===== config.mk =====
export PLATFORM = sky130hd
export DESIGN_NAME = wmb_ctrl
export DESIGN_NICKNAME = d
export VERILOG_FILES = /design/src/rtl/wmb_pkg.sv /design/src/rtl/wmb_ctrl.sv
export SDC_FILE = /design/constraint.sdc
export NUM_CORES = 1
export LEC_CHECK = 0
export BUFFER_PORTS_ARGS = -buffer_cell sky130_fd_sc_hd__buf_2
export CAP_MARGIN = 5
export CORE_AREA = 2 2 39 41
export CTS_CLUSTER_DIAMETER = 200
export DETAILED_ROUTE_END_ITERATION = 10
export DIE_AREA = 0 0 41 43
export PLACE_DENSITY = 0.46
export SLEW_MARGIN = 0
export SYNTH_ARGS = -nofsm -noshare
export SYNTH_HDL_FRONTEND = slang
export SYNTH_SLANG_ARGS = --single-unit
export TNS_END_PERCENT = 1

===== constraint.sdc =====
create_clock -name clk_i -period 1.35 [get_ports clk_i]
set_input_delay 0.27 -clock clk_i [delete_from_list [all_inputs] [get_ports clk_i]]
set_output_delay 0.27 -clock clk_i [all_outputs]
set_load 0.01 [all_outputs]

===== src/rtl/wmb_pkg.sv =====
`default_nettype none
// ----------------------------------------------------------------------------
// wmb_pkg
// Shared types and constants of the weighted mask blur.
// ----------------------------------------------------------------------------
package wmb_pkg;

  localparam int unsigned DefMaxWidth   = 1024;
  localparam int unsigned DefMaxHeight  = 1024;
  localparam int unsigned DefMaxMask    = 5;
  localparam int unsigned DefStoreDepth = 8192;

  localparam int unsigned NumWeights = 25;
  localparam int unsigned CfgIdxW    = 3;
  localparam int unsigned CfgDataW   = 64;
  localparam int unsigned PixW       = 32;

  localparam logic [CfgIdxW-1:0] RegImageWidth  = 3'd0;
  localparam logic [CfgIdxW-1:0] RegImageHeight = 3'd1;
  localparam logic [CfgIdxW-1:0] RegMaskSize    = 3'd2;
  localparam logic [CfgIdxW-1:0] RegWeightsA    = 3'd3;
  localparam logic [CfgIdxW-1:0] RegWeightsB    = 3'd4;
  localparam logic [CfgIdxW-1:0] RegWeightsC    = 3'd5;
  localparam logic [CfgIdxW-1:0] RegWeightsD    = 3'd6;

  localparam logic CmdPixel = 1'b0;

  typedef struct packed {
    logic            command;
    logic [PixW-1:0] in_pixel;
  } in_item_t;

  typedef struct packed {
    logic [PixW-1:0] out_pixel;
    logic            out_last;
    logic            zero_total;
  } out_item_t;

  // Controller to datapath.
  typedef struct packed {
    logic accept;
    logic tap_init;
    logic tap_step;
    logic div_init;
    logic div_step;
    logic load_out;
  } dp_cmd_t;

  // Datapath to controller.
  typedef struct packed {
    logic eligible;
    logic tap_last;
    logic div_last;
    logic out_free;
  } dp_status_t;

endpackage
`default_nettype wire


===== src/rtl/wmb_ctrl.sv =====
`default_nettype none
// ----------------------------------------------------------------------------
// wmb_ctrl
// Sequencer: takes a request, checks whether a result is due, walks the mask
// taps, runs the divider and hands the result to the output register.
// ----------------------------------------------------------------------------
module wmb_ctrl
  import wmb_pkg::*;
(
  input  wire logic       clk_i,
  input  wire logic       rst_ni,
  input  wire logic       in_valid_i,
  output logic            in_stall_o,
  input  wire dp_status_t status_i,
  output dp_cmd_t         cmd_o
);

  typedef enum logic [2:0] {
    StIdle,
    StCheck,
    StTaps,
    StFlush,
    StDivInit,
    StDiv,
    StOut
  } state_e;

  state_e state_q, state_d;

  always_comb begin
    cmd_o   = '0;
    state_d = state_q;
    case (state_q)
      StIdle: begin
        cmd_o.accept = in_valid_i;
        if (in_valid_i) state_d = StCheck;
      end
      StCheck: begin
        if (status_i.eligible) begin
          cmd_o.tap_init = 1'b1;
          state_d        = StTaps;
        end else begin
          state_d = StIdle;
        end
      end
      StTaps: begin
        cmd_o.tap_step = 1'b1;
        if (status_i.tap_last) state_d = StFlush;
      end
      StFlush: begin
        state_d = StDivInit;
      end
      StDivInit: begin
        cmd_o.div_init = 1'b1;
        state_d        = StDiv;
      end
      StDiv: begin
        cmd_o.div_step = 1'b1;
        if (status_i.div_last) state_d = StOut;
      end
      StOut: begin
        if (status_i.out_free) begin
          cmd_o.load_out = 1'b1;
          state_d        = StIdle;
        end
      end
      default: state_d = StIdle;
    endcase
  end

  assign in_stall_o = (state_q != StIdle);

  always_ff @(posedge clk_i or negedge rst_ni) begin
    if (!rst_ni) begin
      state_q <= StIdle;
    end else begin
      state_q <= state_d;
    end
  end

endmodule
`default_nettype wire


==> results of run 1 <==
## cells in the mapped netlist
cell,number
o22ai_1,1
buf_6,1
nor3_1,1
and2_2,1
o21ai_1,1
o21a_1,1
mux2i_1,1
or2_0,1
nand2_1,1
nor2b_1,1
nand2b_1,2
dfrtp_1,3
inv_1,1
and3_1,1
nor3b_1,2
nand3b_1,1
nor2_1,3
and4bb_1,1
a211o_1,1
## worst register-to-register path, cell delays in order, from the launching register on
cell and delay (ns):
dfrtp_2 0.43, buf_4 0.15, or2_0 0.21, a211o_1 0.29
## routing by layer
metal / vias up / share of wire [%] / track usage [%]
met2: 11 / 48 / 11.25
met5: - / 0 / 0
met4: 0 / 3.2 / 12.00
li1: 129 / - / -
met1: 124 / 41 / 11.29
met3: 2 / 7.1 / 2.094
## power by group through the flow
stage	clock network [W]	logic [W]	registers, W
after global placement	0	0.000350	0.000206
final	0.000166	0.000482	0.000223
after detailed placement	0	0.000344	0.000204
after global routing	0.000181	0.000523	0.000233
after CTS	0.000172	0.000480	0.000219
after floorplan	0	0.000264	0.000173
## timing repair
| item | 4_1_cts | 5_1_grt |
|---|---|---|
| resized for setup | 9 | 1 |
| buffers inserted | 3 | 0 |
| hold buffers | 1 | 0 |
| setup endpoints to repair | 7 | 7 |
| pin swaps | 2 | 0 |
| endpoints found under the hold margin | 3 | 0 |
## layout by cell type (no fill, tap or decap), types with 2 or more instances in the layout
cell type   n
nand2b_4    2
clkbuf_4    3
buf_4       3
nor2_2      2
dfrtp_2     3
buf_2      13
## cell families (layout without fill, tap and decap cells)
logic type	after synthesis	count (layout)	share of synthesized area (%)
AOI/OAI and AO/OA	4	4	12.43
buffers and inverters	2	23	6.778
DFF	3	3	33.90
muxes	1	1	4.520
and+or+nand+nor	15	15	42.37
## area by class of cell
class,count,area (um2),share of cell area [%]
Sequential cell,3,78.83,19.75
Clock buffer,4,26.28,6.583
Multi-Input combinational cell,20,161.4,40.44
Tap cell,16,20.02,5.016
Timing Repair Buffer,18,108.9,27.27
Inverter,1,3.754,0.9404
## through the flow
| step | worst slack (ns) | setup TNS (ns) | hold WS, ns | util (%) | cell area, um2 |
|---|---|---|---|---|---|
| 2_1_floorplan | 0.1451 | 0 | -0.02559 | - | 221.5 |
| 3_3_place_gp | 0.1195 | 0 | 0.06748 | 21.88 | 302.8 |
| 3_5_place_dp | 0.1502 | 0 | 0.06852 | 21.88 | 302.8 |
| 4_1_cts | -0.05529 | -0.1662 | 0.3051 | 28.75 | 397.9 |
| 5_1_grt | -0.1142 | -0.4578 | 0.3323 | 28.84 | 399.1 |
| 6_report | -0.04461 | -0.1104 | 0.3303 | 28.84 | 399.1 |
## worst min-delay path by stage
stage / start / endpoint / cells after the start / slack (ns)
finish: status_i[0] / state_q[2] / 3 / 0.33
global route: status_i[0] / state_q[2] / 3 / 0.33
CTS: status_i[0] / state_q[2] / 3 / 0.31
detailed placement: rst_ni / state_q[0] / 1 / 0.07
global placement: rst_ni / state_q[0] / 1 / 0.07
floorplan: rst_ni / state_q[0] / 0 / -0.03
==> insert_results.sql, run 1 <==
INSERT INTO impl_metrics (metric_group, metric, value, unit) VALUES
('status', 'outcome', 'finished with violations', ''),
('status', 'violations', 'negative setup slack', ''),
('yosys', 'synth_nets', '32', ''),
('routing', 'dr_total_vias', '266', ''),
('global_routing', 'grt_first_pass_wirelength', '1041', 'um'),
('timing', 'final.setup_skew', '0.002677', 'ns'),
('flow_run', 'cap_violations', '0', ''),
('setup_path', 'crit_arrival', '1.12', 'ns'),
('routing', 'drt-pass1-iter-count', '3', ''),
('power', 'power.sequential.fraction', '25.6', '%'),
('power', 'netSwitchingFraction', '40.01', '%'),
('global_routing', 'largest_net_degree_at_the_start_of_global_routing', '8', ''),
('die', 'initial_core_util', '16.00', '%'),
('setup_path', 'critical_path.max_stage_delay', '0.46', 'ns'),
('setup_path', 'setup_crit_start_kind', 'flop', ''),
('die', 'floorplan.io_pins', '14', ''),
('setup_path', 'critical_path_class', 'reg2out', ''),
('yosys', 'syn_area', '221.5', 'um2'),
('routing', 'drc', '0', ''),
('power', 'cellLeakagePower', '0.2006', 'nW'),
('setup_path', 'regToRegEndpoint', 'state_q[0]', ''),
('power', 'p_clk_share', '19.1', '%'),
('cts', 'cts-root-to-sink-buffers', '2', ''),
('setup_path', 'timing.critical_path.max_delay_family', 'flip-flops', ''),
('setup_path', 'setup.worst_path.end', 'cmd_o[5]', ''),
('cts', 'cts_buffers', '3', ''),
('cells_and_area', 'final_nets', '54', ''),
('setup_path', 'critical_path_cell_count', '3', ''),
('min_path', 'holdCritPathClass', 'in2reg', ''),
('die', 'design.die.area', '1763', 'um2'),
('cts', 'clock_latency', '0.24', 'ns'),
('routing', 'initialDrtViolationCount', '6', ''),
('cts', 'cts-root-buf', 'clkbuf_4', ''),
('cells_and_area', 'insertedDiodeCount', '0', ''),
('timing', 'layout_worst_path_cycle_share', '103.3', '%'),
('cts', 'ctsHtreeMaxLevel', '1', ''),
('die', 'core', '1384', 'um2'),
('yosys', 'synth.distinct_cells', '19', ''),
('routing', 'vias_per_cell', '4.290', ''),
('routing', 'ant_nets', '0', ''),
('cts', 'clk_pin_slew_worst_paths', '0.04', 'ns'),
('yosys', 'avgSynthCellArea', '8.858', 'um2'),
('power', 'combinationalPowerShare', '55.4', '%'),
('cells_and_area', 'fin_cells', '62', ''),
('cells_and_area', 'area_growth_syn_to_layout', '80.23', '%'),
('global_routing', 'grt_pass1_vias', '259', ''),
('power', 'power.density_cell_area', '2183', 'nW/um2'),
('setup_path', 'crit_path_end_kind', 'output port', ''),
('timing', 'finalSetupViolCount', '3', ''),
('routing', 'routed_length_per_placed_instance', '10.03', 'um'),
('timing', 'rsz_0062_raised_after_global_routing', 'true', ''),
('setup_path', 'r2r_setup_slack', '0.14', 'ns'),
('timing', 'worst_slew_margin', '87.35', '%'),
('setup_path', 'cp_max_fo', '7', ''),
('setup_path', 'crit_path_cell_trace', 'nor2_2 -> and3_1 -> buf_2', ''),
('cells_and_area', 'max_flop_register', 'state_q', ''),
('cts', 'cts_tree', 'built', ''),
('setup_path', 'cp.buffers_inverters', '1', ''),
('global_routing', 'grtUsageTotal', '9.347', '%'),
('timing', 'tightestPinTransition', '0.1893', 'ns'),
('timing', 'fmax', '0.7170', 'GHz'),
('place', 'globalplace.congestion', '0.6973', ''),
('timing', 'setup_slack', '-0.04461', 'ns'),
('setup_path', 'rr_worst_depth', '3', ''),
('setup_path', 'critical-path-slowest-cell', 'dfrtp_2', ''),
('yosys', 'synthDominantAreaCellType', 'dfrtp_1', ''),
('yosys', 'syn_inst', '25', ''),
('place', 'post-dp-hpwl', '422', 'um'),
('power', 'internal-power', '0.0005226', 'W'),
('cells_and_area', 'post_route_cells_drive_above_1_share', '65.22', '%'),
('timing', 'final_hold_viol_count', '0', '');
No activity file was read; power rests on OpenSTA's default activity.
==> inputs of run 2 (changes only) <==
--- a/config.mk
+++ b/config.mk
@@ -7,12 +7,12 @@
 export LEC_CHECK = 0
 export BUFFER_PORTS_ARGS = -buffer_cell sky130_fd_sc_hd__buf_2
 export CAP_MARGIN = 5
-export CORE_AREA = 2 2 39 41
+export CORE_AREA = 3 3 40 42
 export CTS_CLUSTER_DIAMETER = 200
 export DETAILED_ROUTE_END_ITERATION = 10
-export DIE_AREA = 0 0 41 43
+export DIE_AREA = 0 0 43 45
 export PLACE_DENSITY = 0.46
-export SLEW_MARGIN = 0
+export SLEW_MARGIN = 20
 export SYNTH_ARGS = -nofsm -noshare
 export SYNTH_HDL_FRONTEND = slang
 export SYNTH_SLANG_ARGS = --single-unit
==> insert_results.sql, run 2 (synthesis gave the netlist of run 1 again) <==
INSERT INTO impl_metrics (metric_group, metric, value, unit) VALUES
('cells_and_area', 'area_growth_syn_to_layout', '71.75', '%'),
('die', 'number_of_standard_cell_rows_in_the_floorplan', '13', ''),
('die', 'fp.dieW', '43', 'um'),
('timing', 'final.setup_skew', '0.002191', 'ns'),
('power', 'netSwitchingFraction', '39.67', '%'),
('routing', 'routed_wl', '621', 'um'),
('setup_path', 'critical-path-slowest-cell', 'dfrtp_2', ''),
('die', 'core', '1285', 'um2'),
('cells_and_area', 'final_common_cell', 'buf_2', ''),
('die', 'design.die.area', '1935', 'um2'),
('timing', 'timing.final.crit_period', '1.402', 'ns'),
('power', 'combinationalPowerShare', '53.1', '%'),
('power', 'power.total', '0.0008149', 'W'),
('setup_path', 'crit_path_cell_trace', 'nand2b_1 -> nor2b_1 -> buf_2', ''),
('global_routing', 'grt_antenna_before_repair', '0', ''),
('cells_and_area', 'postLayoutCellArea', '380.4', 'um2'),
('routing', 'initialDrtViolationCount', '2', ''),
('routing', 'drt-pass1-iter-count', '4', ''),
('power', 'power.sequential.fraction', '27.3', '%'),
('setup_path', 'regToRegEndpoint', 'state_q[0]', ''),
('timing', 'layout_worst_path_cycle_share', '103.8', '%'),
('power', 'net-switching-power', '0.0003232', 'W'),
('timing', 'setup_slack', '-0.05171', 'ns'),
('cells_and_area', 'insertedDiodeCount', '0', ''),
('die', 'fp.dieH', '45', 'um'),
('routing', 'ant_nets', '0', ''),
('setup_path', 'cp.buffers_inverters', '1', ''),
('cells_and_area', 'multiInputGateArea', '151.4', 'um2'),
('flow_run', 'cap_violations', '0', ''),
('die', 'initial_core_util', '17.23', '%'),
('cells_and_area', 'final.fill_count', '144', ''),
('place', 'post-dp-hpwl', '437.6', 'um'),
('cts', 'clock_latency', '0.24', 'ns'),
('cells_and_area', 'final_nets', '53', ''),
('cells_and_area', 'post_route_cells_drive_above_1_share', '60.00', '%'),
('routing', 'dr_total_vias', '242', ''),
('global_routing', 'gr-total-overflow', '0', ''),
('power', 'p_clk_share', '19.6', '%'),
('cells_and_area', 'fin_cells', '60', ''),
('status', 'violations', 'negative setup slack', ''),
('setup_path', 'critical_path_class', 'reg2out', ''),
('timing', 'finalSetupViolCount', '4', ''),
('cts', 'cts_buffers', '3', ''),
('min_path', 'min_to', 'state_q[2]', ''),
('cells_and_area', 'register_area', '78.83', 'um2'),
('status', 'outcome', 'finished with violations', ''),
('place', 'globalplace.congestion', '0.7085', ''),
('global_routing', 'largest_net_degree_at_the_start_of_global_routing', '8', ''),
('cts', 'cts-root-to-sink-buffers', '2', ''),
('cts', 'ctsHtreeMaxLevel', '1', ''),
('min_path', 'worst_hold_path.num_cells', '3', ''),
('power', 'internal-power', '0.0004916', 'W'),
('min_path', 'hold_start', 'status_i[0]', ''),
('timing', 'tightestPinTransition', '0.1771', 'ns'),
('cts', 'cts_tree', 'built', ''),
('setup_path', 'rr_worst_depth', '3', ''),
('global_routing', 'grt_first_pass_wirelength', '1090', 'um'),
('setup_path', 'critPathRequiredTime', '1.08', 'ns'),
('die', 'floorplan.io_pins', '14', ''),
('place', 'placement.io_buffers', '13', ''),
('setup_path', 'setup_crit_start_kind', 'flop', ''),
('place', 'placed_cells_incl_taps', '52', ''),
('place', 'detailed_place.area', '294.0', 'um2'),
('power', 'power.density_cell_area', '2142', 'nW/um2'),
('power', 'power.ir.vdd_worst', '0.7861', 'mV'),
('setup_path', 'crit_arrival', '1.13', 'ns'),
('min_path', 'holdCritPathClass', 'in2reg', ''),
('cts', 'cts-root-buf', 'clkbuf_4', ''),
('power', 'cellLeakagePower', '0.1910', 'nW'),
('global_routing', 'grtUsageTotal', '8.160', '%'),
('timing', 'slew_violations', '0', ''),
('timing', 'final_hold_viol_count', '0', ''),
('routing', 'vias_per_cell', '4.033', ''),
('setup_path', 'critical_path.max_stage_delay', '0.46', 'ns'),
('cells_and_area', 'layout_top_registers', 'state_q x3', ''),
('cells_and_area', 'postLayoutCoreUtil', '29.60', '%'),
('cts', 'clk_pin_slew_worst_paths', '0.04', 'ns'),
('timing', 'rsz_0062_raised_after_global_routing', 'true', ''),
('global_routing', 'grt_pass1_vias', '271', ''),
('setup_path', 'crit_path_end_kind', 'output port', ''),
('cts', 'cts_sinks', '3', ''),
('cells_and_area', 'max_flop_register', 'state_q', ''),
('setup_path', 'timing.critical_path.max_delay_family', 'flip-flops', ''),
('timing', 'fmax', '0.7134', 'GHz'),
('cells_and_area', 'largest_register_ff_count', '3', ''),
('setup_path', 'cp_max_fo', '7', ''),
('setup_path', 'r2r_setup_slack', '0.14', 'ns'),
('routing', 'routed_length_per_placed_instance', '10.35', 'um'),
('routing', 'drc', '0', ''),
('cells_and_area', 'most-common-layout-cells', 'buf_2 (13), clkbuf_4 (3), dfrtp_2 (3)', ''),
('setup_path', 'reg2reg_launch_point', 'state_q[2]', ''),
('timing', 'worst_slew_margin', '88.19', '%');
[run 2: worst max-delay path by stage]
stage                     endpoint  depth (start not counted)  slack (ns)       start
final                     cmd_o[0]                          3       -0.05  state_q[0]
after global placement    cmd_o[4]                          3        0.05  state_q[1]
after floorplan           cmd_o[4]                          2        0.15  state_q[1]
after CTS                 cmd_o[0]                          3       -0.05  state_q[0]
after global routing      cmd_o[4]                          3       -0.12  state_q[1]
after detailed placement  cmd_o[4]                          3        0.08  state_q[1]
[run 2: cell type report]
cell class              count  share of cell area (%)
clock buffers               4                   6.908
inverters                   1                  0.9868
multi-input cells          20                   39.80
flip-flops and latches      3                   20.72
well taps                  15                   4.934
repair buffers             17                   26.64
[run 2: what timing repair did]
| action | 4_1_cts | 5_1_grt |
|---|---|---|
| pin swaps | 2 | 0 |
| gates cloned | 0 | 0 |
| endpoints found under the hold margin | 3 | 0 |
| resized for setup | 8 | 0 |
| setup buffers | 3 | 0 |
| hold buffers | 1 | 0 |
| setup endpoints to repair | 7 | 7 |
[run 2: worst register-to-register path, stage by stage (launching register included)]
cell and delay (ns):
dfrtp_2 0.43, buf_4 0.15, or2_0 0.21, a211o_1 0.29
[run 2: through the flow]
stage | hold WS [ns] | worst slack (ns) | setup TNS, ns
finish | 0.3139 | -0.05171 | -0.1721
global route | 0.3366 | -0.1151 | -0.5434
CTS | 0.3008 | -0.05409 | -0.1784
detailed placement | 0.07111 | 0.08344 | 0
global placement | 0.07268 | 0.04745 | 0
floorplan | -0.02559 | 0.1451 | 0
[run 2: per-layer routing]
metal / wire length (um) / GRT usage [%]
met5: 0 / 0
met1: 260 / 8.916
met3: 46 / 1.594
met4: 19 / 10.84
met2: 295 / 11.68
[run 2: power groups by stage]
stage	clock network (W)	logic, W	registers, W
finish	0.000160	0.000433	0.000222
global route	0.000173	0.000484	0.000229
CTS	0.000167	0.000431	0.000217
detailed placement	0	0.000312	0.000208
global placement	0	0.000321	0.000214
floorplan	0	0.000264	0.000173
